`src/rtl/core/jcdt_pkg.sv`:
```
// jcdt_pkg: shared types, codes and widths for the job chunk dependency tracker
// no dependencies; used by jcdt_ctrl, jcdt_datapath and the top level
`default_nettype none

package jcdt_pkg;

	// fixed field widths
	localparam int ID_W    = 11;
	localparam int TIME_W  = 48;
	localparam int DL_W    = 32;
	localparam int LIMIT_W = 42;
	localparam int ST_W    = 3;
	localparam int IDENT_W = 32;
	localparam int MASK_W  = 32;
	localparam int CHUNK_SHIFT = 16;

	localparam logic [ID_W-1:0] FIRST_ID = 11'd1001;

	// parameter defaults
	localparam int MAX_JOBS_DEF       = 32;
	localparam int CHUNKS_PER_JOB_DEF = 3;

	typedef enum logic [1:0] {
		ACT_SUBMIT = 2'd0,
		ACT_CANCEL = 2'd1,
		ACT_CHUNK  = 2'd2,
		ACT_TICK   = 2'd3
	} action_t;

	typedef enum logic [ST_W-1:0] {
		JS_SUBMITTED = 3'd0,
		JS_PLANNING  = 3'd1,
		JS_EXECUTING = 3'd2,
		JS_COMPLETED = 3'd3,
		JS_FAILED    = 3'd4,
		JS_CANCELLED = 3'd5
	} job_state_t;

	typedef enum logic [ST_W-1:0] {
		CS_PENDING   = 3'd0,
		CS_READY     = 3'd1,
		CS_RUNNING   = 3'd2,
		CS_COMPLETED = 3'd3,
		CS_FAILED    = 3'd4
	} chunk_state_t;

	typedef enum logic [2:0] {
		ST_IDLE,
		ST_START,
		ST_READ,
		ST_CHECK,
		ST_CMP,
		ST_FINISH
	} ctl_state_t;

	// controller to datapath
	typedef struct packed {
		logic capture;
		logic submit;
		logic rd;
		logic check;
		logic cmp;
		logic step;
		logic load_out;
	} cmd_t;

	// datapath to controller
	typedef struct packed {
		action_t act;
		logic    empty;
		logic    last;
		logic    hit;
		logic    out_free;
	} stat_t;

endpackage

`default_nettype wire

```
`src/rtl/core/jcdt_ctrl.sv`:
```
// jcdt_ctrl: sequencer that walks the job slots for cancel, chunk result and tick actions
// depends on jcdt_pkg
`default_nettype none

module jcdt_ctrl (
	input  wire logic           clk,
	input  wire logic           arst_n,
	input  wire logic           in_valid,
	output logic                in_stall,
	input  jcdt_pkg::stat_t     stat,
	output jcdt_pkg::cmd_t      cmd
);

	jcdt_pkg::ctl_state_t state_q, state_d;

	// state register
	always_ff @(posedge clk or negedge arst_n) begin
		if (!arst_n) begin
			state_q <= jcdt_pkg::ST_IDLE;
		end else begin
			state_q <= state_d;
		end
	end

	// next state and commands
	always_comb begin
		state_d  = state_q;
		cmd      = '0;
		in_stall = (state_q != jcdt_pkg::ST_IDLE);
		unique case (state_q)
			jcdt_pkg::ST_IDLE: begin
				if (in_valid) begin
					cmd.capture = 1'b1;
					state_d     = jcdt_pkg::ST_START;
				end
			end
			jcdt_pkg::ST_START: begin
				if (stat.act == jcdt_pkg::ACT_SUBMIT) begin
					cmd.submit = 1'b1;
					state_d    = jcdt_pkg::ST_FINISH;
				end else if (stat.empty) begin
					state_d = jcdt_pkg::ST_FINISH;
				end else begin
					state_d = jcdt_pkg::ST_READ;
				end
			end
			jcdt_pkg::ST_READ: begin
				cmd.rd  = 1'b1;
				state_d = jcdt_pkg::ST_CHECK;
			end
			jcdt_pkg::ST_CHECK: begin
				cmd.check = 1'b1;
				if (stat.act == jcdt_pkg::ACT_TICK) begin
					state_d = jcdt_pkg::ST_CMP;
				end else if (stat.hit || stat.last) begin
					state_d = jcdt_pkg::ST_FINISH;
				end else begin
					cmd.step = 1'b1;
					state_d  = jcdt_pkg::ST_READ;
				end
			end
			jcdt_pkg::ST_CMP: begin
				cmd.cmp = 1'b1;
				if (stat.last) begin
					state_d = jcdt_pkg::ST_FINISH;
				end else begin
					cmd.step = 1'b1;
					state_d  = jcdt_pkg::ST_READ;
				end
			end
			jcdt_pkg::ST_FINISH: begin
				if (stat.out_free) begin
					cmd.load_out = 1'b1;
					state_d      = jcdt_pkg::ST_IDLE;
				end
			end
			default: state_d = jcdt_pkg::ST_IDLE;
		endcase
	end

endmodule

`default_nettype wire

```
`src/rtl/core/jcdt_datapath.sv`:
```
// jcdt_datapath: slot tables, chunk rows, time compare and result registers
// depends on jcdt_pkg; driven by jcdt_ctrl
`default_nettype none

module jcdt_datapath #(
	parameter int MAX_JOBS       = jcdt_pkg::MAX_JOBS_DEF,
	parameter int CHUNKS_PER_JOB = jcdt_pkg::CHUNKS_PER_JOB_DEF
) (
	input  wire logic                              clk,
	input  wire logic                              arst_n,
	input  jcdt_pkg::cmd_t                         cmd,
	output jcdt_pkg::stat_t                        stat,
	input  wire logic [1:0]                        action,
	input  wire logic                              splittable,
	input  wire logic [jcdt_pkg::DL_W-1:0]         deadline_s,
	input  wire logic [jcdt_pkg::TIME_W-1:0]       now_ms,
	input  wire logic [jcdt_pkg::IDENT_W-1:0]      job_ident,
	input  wire logic [jcdt_pkg::IDENT_W-1:0]      chunk_ident,
	input  wire logic [jcdt_pkg::ST_W-1:0]         chunk_result,
	input  wire logic                              out_stall,
	output logic                                   out_valid,
	output logic                                   ok,
	output logic [jcdt_pkg::ID_W-1:0]              new_id,
	output logic [jcdt_pkg::ST_W-1:0]              job_status,
	output logic [1:0]                             done_count,
	output logic [jcdt_pkg::MASK_W-1:0]            expired_mask
);

	localparam int SLOT_W = (MAX_JOBS > 1) ? $clog2(MAX_JOBS) : 1;
	localparam int CNT_W  = $clog2(MAX_JOBS + 1);
	localparam int CHK_W  = (CHUNKS_PER_JOB > 1) ? $clog2(CHUNKS_PER_JOB) : 1;
	localparam int DONE_W = $clog2(CHUNKS_PER_JOB + 1);
	localparam int ROW_W  = CHUNKS_PER_JOB * jcdt_pkg::ST_W;
	localparam int ST_W   = jcdt_pkg::ST_W;

	// captured request
	jcdt_pkg::action_t                act_q;
	logic                             split_q;
	logic [jcdt_pkg::DL_W-1:0]        dl_q;
	logic [jcdt_pkg::TIME_W-1:0]      now_q;
	logic [jcdt_pkg::IDENT_W-1:0]     job_q;
	logic [jcdt_pkg::IDENT_W-1:0]     chunk_q;
	logic [ST_W-1:0]                  res_q;

	// control counters
	logic [CNT_W-1:0]                 count_q;
	logic [jcdt_pkg::ID_W-1:0]        next_id_q;
	logic [SLOT_W-1:0]                idx_q;

	// slot tables
	logic [jcdt_pkg::ID_W-1:0]        id_mem    [MAX_JOBS];
	logic [ST_W-1:0]                  status_mem[MAX_JOBS];
	logic [jcdt_pkg::TIME_W-1:0]      start_mem [MAX_JOBS];
	logic [jcdt_pkg::DL_W-1:0]        dl_mem    [MAX_JOBS];
	logic [ROW_W-1:0]                 row_mem   [MAX_JOBS];

	logic [jcdt_pkg::ID_W-1:0]        id_rd_q;
	logic [ST_W-1:0]                  status_rd_q;
	logic [jcdt_pkg::TIME_W-1:0]      start_rd_q;
	logic [jcdt_pkg::DL_W-1:0]        dl_rd_q;
	logic [ROW_W-1:0]                 row_rd_q;

	// tick compare stage
	logic [jcdt_pkg::TIME_W-1:0]      elapsed_s2;
	logic [jcdt_pkg::LIMIT_W-1:0]     limit_s2;
	logic                             exec_s2;

	// result and output registers
	logic                             r_ok_q;
	logic [jcdt_pkg::ID_W-1:0]        r_aid_q;
	logic [ST_W-1:0]                  r_jst_q;
	logic [1:0]                       r_done_q;
	logic [jcdt_pkg::MASK_W-1:0]      r_mask_q;
	logic                             out_valid_q;
	logic                             ok_q;
	logic [jcdt_pkg::ID_W-1:0]        aid_q;
	logic [ST_W-1:0]                  jst_q;
	logic [1:0]                       done_q;
	logic [jcdt_pkg::MASK_W-1:0]      mask_q;

	// combinational decode
	logic                             submit_ok;
	logic                             id_hit;
	logic                             chunk_hit;
	logic [CHK_W-1:0]                 cix;
	logic [ROW_W-1:0]                 row_set;
	logic [ROW_W-1:0]                 row_new;
	logic [ROW_W-1:0]                 row_init;
	logic                             any_failed;
	logic [DONE_W-1:0]                done_new;
	logic [DONE_W-1:0]                done_old;
	logic [ST_W-1:0]                  jst_new;
	logic                             expired;
	logic [jcdt_pkg::MASK_W-1:0]      mask_one;
	logic [SLOT_W-1:0]                wr_addr;

	assign submit_ok = split_q && (count_q < CNT_W'(MAX_JOBS));
	assign id_hit    = (job_q[jcdt_pkg::IDENT_W-1:jcdt_pkg::ID_W] == '0) &&
	                   (job_q[jcdt_pkg::ID_W-1:0] == id_rd_q);
	assign chunk_hit = id_hit &&
	                   (chunk_q[jcdt_pkg::IDENT_W-1:jcdt_pkg::CHUNK_SHIFT] ==
	                    16'(id_rd_q)) &&
	                   (chunk_q[jcdt_pkg::CHUNK_SHIFT-1:0] < 16'(CHUNKS_PER_JOB));
	assign cix       = chunk_q[CHK_W-1:0];
	assign expired   = exec_s2 && (elapsed_s2 >= jcdt_pkg::TIME_W'(limit_s2));
	assign mask_one  = jcdt_pkg::MASK_W'(1) << idx_q;
	assign wr_addr   = cmd.submit ? count_q[SLOT_W-1:0] : idx_q;

	// chunk row update: write result, promote pending chunks, recount
	always_comb begin
		row_set    = row_rd_q;
		row_new    = '0;
		row_init   = '0;
		any_failed = 1'b0;
		done_new   = '0;
		done_old   = '0;
		for (int c = 0; c < CHUNKS_PER_JOB; c++) begin
			if (CHK_W'(c) == cix) begin
				row_set[c*ST_W +: ST_W] = res_q;
			end
		end
		for (int c = 0; c < CHUNKS_PER_JOB; c++) begin
			row_new[c*ST_W +: ST_W] = row_set[c*ST_W +: ST_W];
			if (row_set[c*ST_W +: ST_W] == jcdt_pkg::CS_PENDING) begin
				if (c == 0) begin
					row_new[c*ST_W +: ST_W] = jcdt_pkg::CS_READY;
				end else if (row_set[(c-1)*ST_W +: ST_W] == jcdt_pkg::CS_COMPLETED) begin
					row_new[c*ST_W +: ST_W] = jcdt_pkg::CS_READY;
				end
			end
		end
		for (int c = 0; c < CHUNKS_PER_JOB; c++) begin
			if (row_new[c*ST_W +: ST_W] == jcdt_pkg::CS_FAILED) begin
				any_failed = 1'b1;
			end
			if (row_new[c*ST_W +: ST_W] == jcdt_pkg::CS_COMPLETED) begin
				done_new = done_new + DONE_W'(1);
			end
			if (row_rd_q[c*ST_W +: ST_W] == jcdt_pkg::CS_COMPLETED) begin
				done_old = done_old + DONE_W'(1);
			end
		end
		row_init[ST_W-1:0] = jcdt_pkg::CS_READY;
		if (any_failed) begin
			jst_new = jcdt_pkg::JS_FAILED;
		end else if (done_new == DONE_W'(CHUNKS_PER_JOB)) begin
			jst_new = jcdt_pkg::JS_COMPLETED;
		end else begin
			jst_new = status_rd_q;
		end
	end

	// request capture
	always_ff @(posedge clk) begin
		if (cmd.capture) begin
			act_q   <= jcdt_pkg::action_t'(action);
			split_q <= splittable;
			dl_q    <= deadline_s;
			now_q   <= now_ms;
			job_q   <= job_ident;
			chunk_q <= chunk_ident;
			res_q   <= chunk_result;
		end
	end

	// counters
	always_ff @(posedge clk or negedge arst_n) begin
		if (!arst_n) begin
			count_q   <= '0;
			next_id_q <= jcdt_pkg::FIRST_ID;
			idx_q     <= '0;
		end else begin
			if (cmd.submit && submit_ok) begin
				count_q   <= count_q + CNT_W'(1);
				next_id_q <= next_id_q + jcdt_pkg::ID_W'(1);
			end
			if (cmd.capture) begin
				idx_q <= '0;
			end else if (cmd.step) begin
				idx_q <= idx_q + SLOT_W'(1);
			end
		end
	end

	// slot table writes
	always_ff @(posedge clk) begin
		if (cmd.submit && submit_ok) begin
			id_mem[wr_addr]    <= next_id_q;
			start_mem[wr_addr] <= now_q;
			dl_mem[wr_addr]    <= dl_q;
			row_mem[wr_addr]   <= row_init;
			status_mem[wr_addr] <= jcdt_pkg::JS_EXECUTING;
		end else if (cmd.check && act_q == jcdt_pkg::ACT_CANCEL && id_hit) begin
			status_mem[wr_addr] <= jcdt_pkg::JS_CANCELLED;
		end else if (cmd.check && act_q == jcdt_pkg::ACT_CHUNK && chunk_hit) begin
			status_mem[wr_addr] <= jst_new;
			row_mem[wr_addr]    <= row_new;
		end else if (cmd.cmp && expired) begin
			status_mem[wr_addr] <= jcdt_pkg::JS_FAILED;
		end
	end

	// slot table read, registered
	always_ff @(posedge clk) begin
		if (cmd.rd) begin
			id_rd_q     <= id_mem[idx_q];
			status_rd_q <= status_mem[idx_q];
			start_rd_q  <= start_mem[idx_q];
			dl_rd_q     <= dl_mem[idx_q];
			row_rd_q    <= row_mem[idx_q];
		end
	end

	// elapsed time and deadline in ms (times 1000 as shift and subtract)
	always_ff @(posedge clk) begin
		if (cmd.check) begin
			elapsed_s2 <= now_q - start_rd_q;
			limit_s2   <= {dl_rd_q, 10'b0} - {6'b0, dl_rd_q, 4'b0} -
			              {7'b0, dl_rd_q, 3'b0};
			exec_s2    <= (status_rd_q == jcdt_pkg::JS_EXECUTING);
		end
	end

	// result accumulation
	always_ff @(posedge clk) begin
		if (cmd.capture) begin
			r_ok_q   <= (jcdt_pkg::action_t'(action) == jcdt_pkg::ACT_TICK);
			r_aid_q  <= '0;
			r_jst_q  <= '0;
			r_done_q <= '0;
			r_mask_q <= '0;
		end else if (cmd.submit) begin
			if (submit_ok) begin
				r_ok_q  <= 1'b1;
				r_aid_q <= next_id_q;
				r_jst_q <= jcdt_pkg::JS_EXECUTING;
			end
		end else if (cmd.check && act_q == jcdt_pkg::ACT_CANCEL && id_hit) begin
			r_ok_q   <= 1'b1;
			r_jst_q  <= jcdt_pkg::JS_CANCELLED;
			r_done_q <= done_old[1:0];
		end else if (cmd.check && act_q == jcdt_pkg::ACT_CHUNK && chunk_hit) begin
			r_ok_q   <= 1'b1;
			r_jst_q  <= jst_new;
			r_done_q <= done_new[1:0];
		end else if (cmd.cmp && expired) begin
			r_mask_q <= r_mask_q | mask_one;
		end
	end

	// output register
	always_ff @(posedge clk or negedge arst_n) begin
		if (!arst_n) begin
			out_valid_q <= 1'b0;
		end else if (cmd.load_out) begin
			out_valid_q <= 1'b1;
		end else if (!out_stall) begin
			out_valid_q <= 1'b0;
		end
	end

	always_ff @(posedge clk) begin
		if (cmd.load_out) begin
			ok_q   <= r_ok_q;
			aid_q  <= r_aid_q;
			jst_q  <= r_jst_q;
			done_q <= r_done_q;
			mask_q <= r_mask_q;
		end
	end

	assign out_valid    = out_valid_q;
	assign ok           = ok_q;
	assign new_id       = aid_q;
	assign job_status   = jst_q;
	assign done_count   = done_q;
	assign expired_mask = mask_q;

	// status to controller
	assign stat.act      = act_q;
	assign stat.empty    = (count_q == '0);
	assign stat.last     = ((CNT_W'(idx_q) + CNT_W'(1)) == count_q);
	assign stat.hit      = (act_q == jcdt_pkg::ACT_CANCEL) ? id_hit : chunk_hit;
	assign stat.out_free = !out_valid_q || !out_stall;

	// checks
	a_count_max: assert property (@(posedge clk) disable iff (!arst_n)
		count_q <= CNT_W'(MAX_JOBS))
		else $error("job count beyond table size");
	a_count_inc: assert property (@(posedge clk) disable iff (!arst_n)
		(cmd.submit && submit_ok) |=> (count_q == $past(count_q) + CNT_W'(1)))
		else $error("accepted submit did not take a slot");
	a_load_free: assert property (@(posedge clk) disable iff (!arst_n)
		cmd.load_out |-> (!out_valid_q || !out_stall))
		else $error("result loaded over an untaken result");

endmodule

`default_nettype wire

```
`src/rtl/core/job_chunk_dependency_tracker.sv`:
```
// job_chunk_dependency_tracker: top level, joins sequencer and datapath
// depends on jcdt_pkg, jcdt_ctrl, jcdt_datapath
//
// channel  direction  handshake              payload
// in       sink       in_valid / in_stall    action splittable deadline_s now_ms
//                                            job_ident chunk_ident chunk_result
// out      source     out_valid / out_stall  ok new_id job_status done_count
//                                            expired_mask
//
// submit passes START and FINISH from transfer to the output register; with no jobs any action does too.
// cancel and chunk result read one slot per READ and CHECK pair until a match or the last slot.
// tick reads and compares each slot in READ, CHECK and CMP over all jobs.
// the single-port slot table read and the time compare stage set these steps; FINISH waits on out_stall.
// reset clears the job count and the result valid and sets the id counter to FIRST_ID; no clearing pass.
// a new item transfers while a finished result still waits under out_stall.
`default_nettype none

module job_chunk_dependency_tracker #(
	parameter int MAX_JOBS       = jcdt_pkg::MAX_JOBS_DEF,
	parameter int CHUNKS_PER_JOB = jcdt_pkg::CHUNKS_PER_JOB_DEF
) (
	input  wire logic                          clk,
	input  wire logic                          arst_n,
	input  wire logic                          in_valid,
	output logic                               in_stall,
	input  wire logic [1:0]                    action,
	input  wire logic                          splittable,
	input  wire logic [jcdt_pkg::DL_W-1:0]     deadline_s,
	input  wire logic [jcdt_pkg::TIME_W-1:0]   now_ms,
	input  wire logic [jcdt_pkg::IDENT_W-1:0]  job_ident,
	input  wire logic [jcdt_pkg::IDENT_W-1:0]  chunk_ident,
	input  wire logic [jcdt_pkg::ST_W-1:0]     chunk_result,
	output logic                               out_valid,
	input  wire logic                          out_stall,
	output logic                               ok,
	output logic [jcdt_pkg::ID_W-1:0]          new_id,
	output logic [jcdt_pkg::ST_W-1:0]          job_status,
	output logic [1:0]                         done_count,
	output logic [jcdt_pkg::MASK_W-1:0]        expired_mask
);

	jcdt_pkg::cmd_t  cmd;
	jcdt_pkg::stat_t stat;

	// sequencer
	jcdt_ctrl u_ctrl (
		.clk      (clk),
		.arst_n   (arst_n),
		.in_valid (in_valid),
		.in_stall (in_stall),
		.stat     (stat),
		.cmd      (cmd)
	);

	// tables and result path
	jcdt_datapath #(
		.MAX_JOBS       (MAX_JOBS),
		.CHUNKS_PER_JOB (CHUNKS_PER_JOB)
	) u_dp (
		.clk          (clk),
		.arst_n       (arst_n),
		.cmd          (cmd),
		.stat         (stat),
		.action       (action),
		.splittable   (splittable),
		.deadline_s   (deadline_s),
		.now_ms       (now_ms),
		.job_ident    (job_ident),
		.chunk_ident  (chunk_ident),
		.chunk_result (chunk_result),
		.out_stall    (out_stall),
		.out_valid    (out_valid),
		.ok           (ok),
		.new_id       (new_id),
		.job_status   (job_status),
		.done_count   (done_count),
		.expired_mask (expired_mask)
	);

endmodule

`default_nettype wire
```
`config.mk`:
```
export PLATFORM = sky130hd
export DESIGN_NAME = job_chunk_dependency_tracker
export DESIGN_NICKNAME = d
export VERILOG_FILES = /design/src/rtl/core/jcdt_pkg.sv /design/src/rtl/core/jcdt_ctrl.sv /design/src/rtl/core/jcdt_datapath.sv /design/src/rtl/core/job_chunk_dependency_tracker.sv
export SDC_FILE = /design/constraint.sdc
export NUM_CORES = 2
export LEC_CHECK = 0
export BUFFER_PORTS_ARGS = -buffer_cell sky130_fd_sc_hd__buf_4
export CAP_MARGIN = 20
export CORE_AREA = 2 2 576 578
export CTS_CLUSTER_DIAMETER = 30
export DETAILED_ROUTE_END_ITERATION = 16
export DIE_AREA = 0 0 578 580
export PLACE_DENSITY = 0.67
export SLEW_MARGIN = 20
export SYNTH_ARGS = -nofsm -noshare
export SYNTH_HDL_FRONTEND = slang
export SYNTH_SLANG_ARGS = --single-unit
```
`constraint.sdc`:
```
create_clock -name clk -period 8.3 [get_ports clk]
set_clock_uncertainty 0.2 [all_clocks]
set_input_delay 1.245 -clock clk [delete_from_list [all_inputs] [get_ports clk]]
set_output_delay 1.245 -clock clk [all_outputs]
set_load 0.05 [all_outputs]
```
---- Word-level counts from Yosys, hierarchy flattened ----
Memory sizes are Yosys's and may differ from the RTL's. A register that Yosys moved wholly into a read port is not among the register bits.
Index checks and enable logic that the tools add are counted.
storage, ports and cells
  register bits ........................... 365
  RAM bits ................................ 3296
  input bits .............................. 154
  output and inout port bits .............. 51
  memories ................................ 5
memories
  memory           depth  width  rd ports  clocked after Yosys merged registers in  write ports  line                 RTL
  u_dp.start_mem   32     48     1         1                                        1            jcdt_datapath.sv:53  logic [jcdt_pkg::TIME_W-1:0] start_mem [MAX_JOBS];
  u_dp.dl_mem      32     32     1         1                                        1            jcdt_datapath.sv:54  logic [jcdt_pkg::DL_W-1:0] dl_mem [MAX_JOBS];
  u_dp.id_mem      32     11     1         1                                        1            jcdt_datapath.sv:51  logic [jcdt_pkg::ID_W-1:0] id_mem [MAX_JOBS];
  u_dp.row_mem     32     9      1         1                                        1            jcdt_datapath.sv:55  logic [ROW_W-1:0] row_mem [MAX_JOBS];
  u_dp.status_mem  32     3      1         1                                        1            jcdt_datapath.sv:52  logic [ST_W-1:0] status_mem[MAX_JOBS];
operators by class
  add/subtract/negate cells ............... 11
  magnitude comparators ................... 3
  equality and inequality tests ........... 32
  shifts and indexed selects .............. 1
  muxes and demuxes ....................... 75
  bitwise gates (word level) .............. 8
  reduce and logical (&&, ||, !) cells .... 34
operators with widths
  cell                     number
  $mux W3                  24
  $ge A48 B42 Y1           1
  $sub A48 B48 Y48         1
  $sub A42 B35 Y42         1
  $sub A42 B36 Y42         1
  $mux W1                  39
  $eq A3 B2 Y1 const B     11
  $or A32 B32 Y32          1
  $shl A1 B5 Y32 const A   1
  $logic_not A21 Y1        1
  $pmux W3 S6              1
  $eq A16 B11 Y1           1
  $lt A16 B2 Y1 const B    1
  $eq A3 B3 Y1 const B     5
  $mux W5                  3
  $logic_not A3 Y1         4
  $mux W2                  6
  $add A11 B1 Y11 const B  1
  $eq A11 B11 Y1           1
  $logic_and A1 B1 Y1      11
  $reduce_and A2 Y1        5
  $mux W9                  1
  $eq A2 B2 Y1 const B     4
  $add A5 B1 Y6 const B    1
  24 further kinds         38

---- Depth between registers and ports, before layout ----
  depth after elaboration ................. 16
  depth in mapped cells ................... 13
  gate-level depth less buffers ........... 12

---- Hierarchy ----
A second synthesis with hierarchy kept.
unflattened totals
  cells, all modules ...................... 6600
  area, all modules ....................... 147465.2 µm²
by module, submodules not included
  module         instances  cells an instance  area an instance (µm²)  sequential area each (µm²)
  jcdt_datapath  1          6564               147173.7                112171.3
  jcdt_ctrl      1          36                 291.5                   75.1

---- Worst setup path after synthesis ----
No wires, ideal clock.
  path type ............................... register -> register
  from .................................... register u_dp.idx_q[0]
  to ...................................... memory u_dp.dl_mem[9][0] in the netlist's numbering, enable pin
  arrival time ............................ 5.858 ns
  setup slack ............................. 1.700 ns
  cell stages (with the launch flop) ...... 8
  buffers on the path ..................... 3
  clock period less this slack ............ 6.600 ns
  cells stage by stage .................... dfrtp_1 -> buf_2 -> buf_2 -> buf_2 -> inv_1 -> o31ai_1 -> nand2_1 -> nor2_1
on the way
  longest elaborated chain between the ends .. 1
ends and longest elaborated chain
  what                    line                  RTL
  from (decl)             jcdt_datapath.sv:48   logic [SLOT_W-1:0] idx_q;
  from (signal assigned)  jcdt_datapath.sv:180  idx_q <= idx_q + SLOT_W'(1);
  $mux W5                 jcdt_datapath.sv:107  assign wr_addr = cmd.submit ? count_q[SLOT_W-1:0] : idx_q;
  to (decl)               jcdt_datapath.sv:54
No other way between the ends.

---- Worst setup path after layout ----
  from .................................... register u_ctrl.state_q[0]
  to ...................................... memory u_dp.dl_mem[27][21] in the netlist's numbering, enable pin
on the way
  longest elaborated chain between the ends .. 5
  elaborated cells between the ends (all ways) .. 6
  classes of those cells .................. eq/ne: 1; mux: 4; reduce/logical: 1
ends and longest elaborated chain
  what                           line                  RTL
  from (decl)                    jcdt_ctrl.sv:14       jcdt_pkg::ctl_state_t state_q, state_d;
  from (signal assigned)         jcdt_ctrl.sv:19       state_q <= jcdt_pkg::ST_IDLE;
  from (signal assigned)         jcdt_ctrl.sv:21       state_q <= state_d;
  $eq A3 B1 Y1 *                 jcdt_ctrl.sv:30       unique case (state_q)
  $mux W1 *                      jcdt_ctrl.sv:30
  $logic_and A1 B1 Y1            jcdt_datapath.sv:187  if (cmd.submit && submit_ok) begin
  $mux W1                        jcdt_datapath.sv:187
  $mux W1 (implied by the code)  jcdt_datapath.sv:190  dl_mem[wr_addr] <= dl_q;
Mark *: on every way between the ends. The rest lies on a longest branch, timed or not.

==> qor.csv <==
metric;value;unit
cap_violations;0;
worstMarginPinSlew;1.224;ns
overflow;0;
synth_simple_gate_area_share;2.732;%
cts_resized;0;
port_buffers;204;
cp-start-kind;flip-flop;
postRouteAntennaNets;0;
critPathKind;flip-flop to flip-flop;
fin_crit;5.319;ns
synth_adder_area_share;1.584;%
dieArea;335200;sq um
synth_xor_area_share;0.7251;%
drive_gt1_share;31.62;%
cts_root_buf;clkbuf_16;
grt_pass1_vias;75691;
cp.arrival;5.73;ns
rsz0062_at_grt;false;
clock.fmax;0.1880;GHz
dpl_worst_slack;3.092;ns
cts.sinks;3758;
yosys_most_used_dff;edfxtp_1;
clockBufferDepth;4;
routedWlPerCell;29.44;um
synth-warning-count;0;
synthesis.area;147400;sq um
finalCritPeriodShare;64.09;%
required;8.72;ns
vias_per_cell;5.921;
track_usage;21.71;%
fp.coreArea;329200;sq um
hp-class;primary input to flip-flop;
path_max_fanout;70;
fin_area;177800;sq um
synth-seq-area-share;76.17;%
die_w;578;um
synth_top_family_by_area;multiplexers;
fin_tns_setup;0;ns
gp_congestion;0.8447;
synthCells;6876;
clk_pin_slew;0.05;ns
cts_buffers;643;
synth-edff-count;3684;
grt_max_degree;143;
wl;366700;um
synth_compound_area_share;1.676;%
rows;211;
avgSynthCellArea;21.43;sq um
vdd_drop_max;0.0002152;V
first_iter_violations;9783;
ys_ff_latch;3758;
synth.area.mux_share;15.87;%
status;complete, no violations;
hold_violations;0;
dpl_cell_area;155000;sq um
nets;7878;
dp_hpwl;179200;um
p_per_area;346.0;nW/um^2
clock_latency;1.06;ns
setup_violations;0;
antenna_found_initial;8;
dr.pass1.iters;8;
vias;73764;
postCtsSetupRepairBufs;0;
ioPinCount;205;
final_util;54.01;%
crit_path_end_kind;flip-flop;
area_delta_synth_final;20.65;%
htreeDepth;6;
syn_nets;7201;
p_leak;56.91;nW
whs;0.1593;ns
cts_tree;done;
drv_slew;0;
postSynth.asyncResetShare;0.6919;%
setup_ws;2.981;ns
grt_pass1_wl;531600;um
die_y;580;um
initial_core_util;44.76;%
synth_cell_type_count;83;
post-route-drc-count;0;
maxSlewHeadroom;18.41;%
cell usage after synthesis, types with 7 or more instances:
library cell	number	area, sq um
a31oi_1	9	56.30
nand2_1	504	1892
nand2b_1	19	118.9
fa_1	26	520.5
nor2b_1	23	143.9
o21a_1	16	120.1
nor3_1	30	150.1
o21bai_1	9	67.56
edfxtp_1	3684	110600
buf_6	8	90.09
dfstp_2	7	183.9
a21oi_1	114	570.6
nand3_1	40	200.2
o31ai_1	11	82.58
a211oi_1	10	75.07
mux4_2	1030	23200
and2_1	10	62.56
buf_2	20	100.1
and3_1	11	68.82
o211ai_1	7	52.55
nor4_1	14	87.58
dfrtp_1	19	475.5
clkbuf_1	200	750.7
xor2_1	36	315.3
xnor2_1	86	753.2
nand4_1	28	175.2
a21boi_0	7	52.55
nor2_1	187	701.9
a21o_1	55	412.9
o21ai_0	99	495.5
nand3b_1	9	67.56
mux2i_1	14	140.1
or2_2	8	50.05
inv_1	150	563.0
dfxtp_1	48	960.9
ha_1	145	1814
buf_1	84	315.3
layout make-up:
class / count / area, sq um
fillers: 24178 / 151400
flip-flops and latches: 3758 / 112300
multi-input cells: 2654 / 33640
clock buffers: 694 / 16390
clock inverters: 489 / 6309
well taps: 4366 / 5463
repair buffers: 345 / 3146
inverters: 151 / 579.3
diodes: 2 / 5.005
what timing repair did:
item	in CTS	in global routing
endpoints found under the setup margin	0	0
hold endpoints to repair	19	0
hold buffers	1	0
routing by layer:
metal	track usage (%)	routed length (um)
met1	30.87	147800
met2	34.67	178400
met3	3.859	31830
met4	6.082	8645
met5	0	25
where the power goes:
group          internal (W)  total, W  switching [W]
registers            0.0224    0.0233       0.000900
logic               0.00496    0.0111        0.00614
clock network        0.0172    0.0271        0.00983
final timing paths:
kind | start | end | slack [ns] | depth (start not counted)
max | u_ctrl.state_q[0]$_DFFE_PN0P_ | u_dp.dl_mem[27][21]$_DFFE_PP_ | 2.98 | 6
min | chunk_ident[13] | u_dp.chunk_q[13]$_DFFE_PP_ | 0.16 | 1
max reg2reg | u_ctrl.state_q[0]$_DFFE_PN0P_ | u_dp.dl_mem[27][21]$_DFFE_PP_ | 2.98 | 6
min reg2reg | u_dp.r_mask_q[24]$_SDFFE_PP0P_ | u_dp.expired_mask[24]$_DFFE_PP_ | 0.21 | 0
max in group asynchronous | arst_n | u_dp.idx_q[3]$_DFFE_PN0P_ | 7.03 | 2
min in group asynchronous | arst_n | u_dp.out_valid$_DFFE_PN0P_ | 0.51 | 2
sequential cells by signal, summed over array words and instances (netlist names), 45 cells and up:
register         flops
u_dp.start_mem    1536
u_dp.dl_mem       1024
u_dp.id_mem        352
u_dp.row_mem       288
u_dp.status_mem     96
u_dp.now_q          48
u_dp.start_rd_q     48
u_dp.elapsed_s2     45
cell usage in the layout (no fill, tap or decap), types with 30 or more instances in the layout:
cell type,n
a21o_1,55
a21oi_1,111
buf_12,39
buf_4,297
bufinv_16,84
clkbuf_1,45
clkbuf_16,647
clkinv_1,60
clkinv_16,31
clkinv_2,79
clkinv_4,67
clkinvlp_4,66
dfxtp_1,48
edfxtp_1,3684
ha_1,145
inv_1,149
inv_6,64
mux4_2,1030
nand2_1,504
nand3_1,40
nor2_1,140
nor2_4,35
nor3_1,30
o21ai_0,99
xnor2_1,86
xor2_1,36
cells by family after synthesis:
family,after synthesis
xor gates and xnor gates,122
AOI/OAI and AO/OA,390
adders and majority gates,171
DFF,3758
buffers and inverters,464
muxes,1049
and+or+nand+nor,922
through the flow:
stage | power, W | std cells
finish | 0.06152 | 12459
floorplan | 0.03164 | 6876
global route | 0.06373 | 12458
global placement | 0.03459 | 11266
CTS | 0.06191 | 12450
detailed placement | 0.03480 | 11266
critical path, cell delays in order, from the launching register on:
cell and delay [ns]:
dfrtp_1 0.51, nor2b_1 0.23, and3b_1 0.63, nand3b_1 0.81, buf_4 0.69, nor2_4 0.96
buf_12 0.61
(Power assumes the default switching activity.)
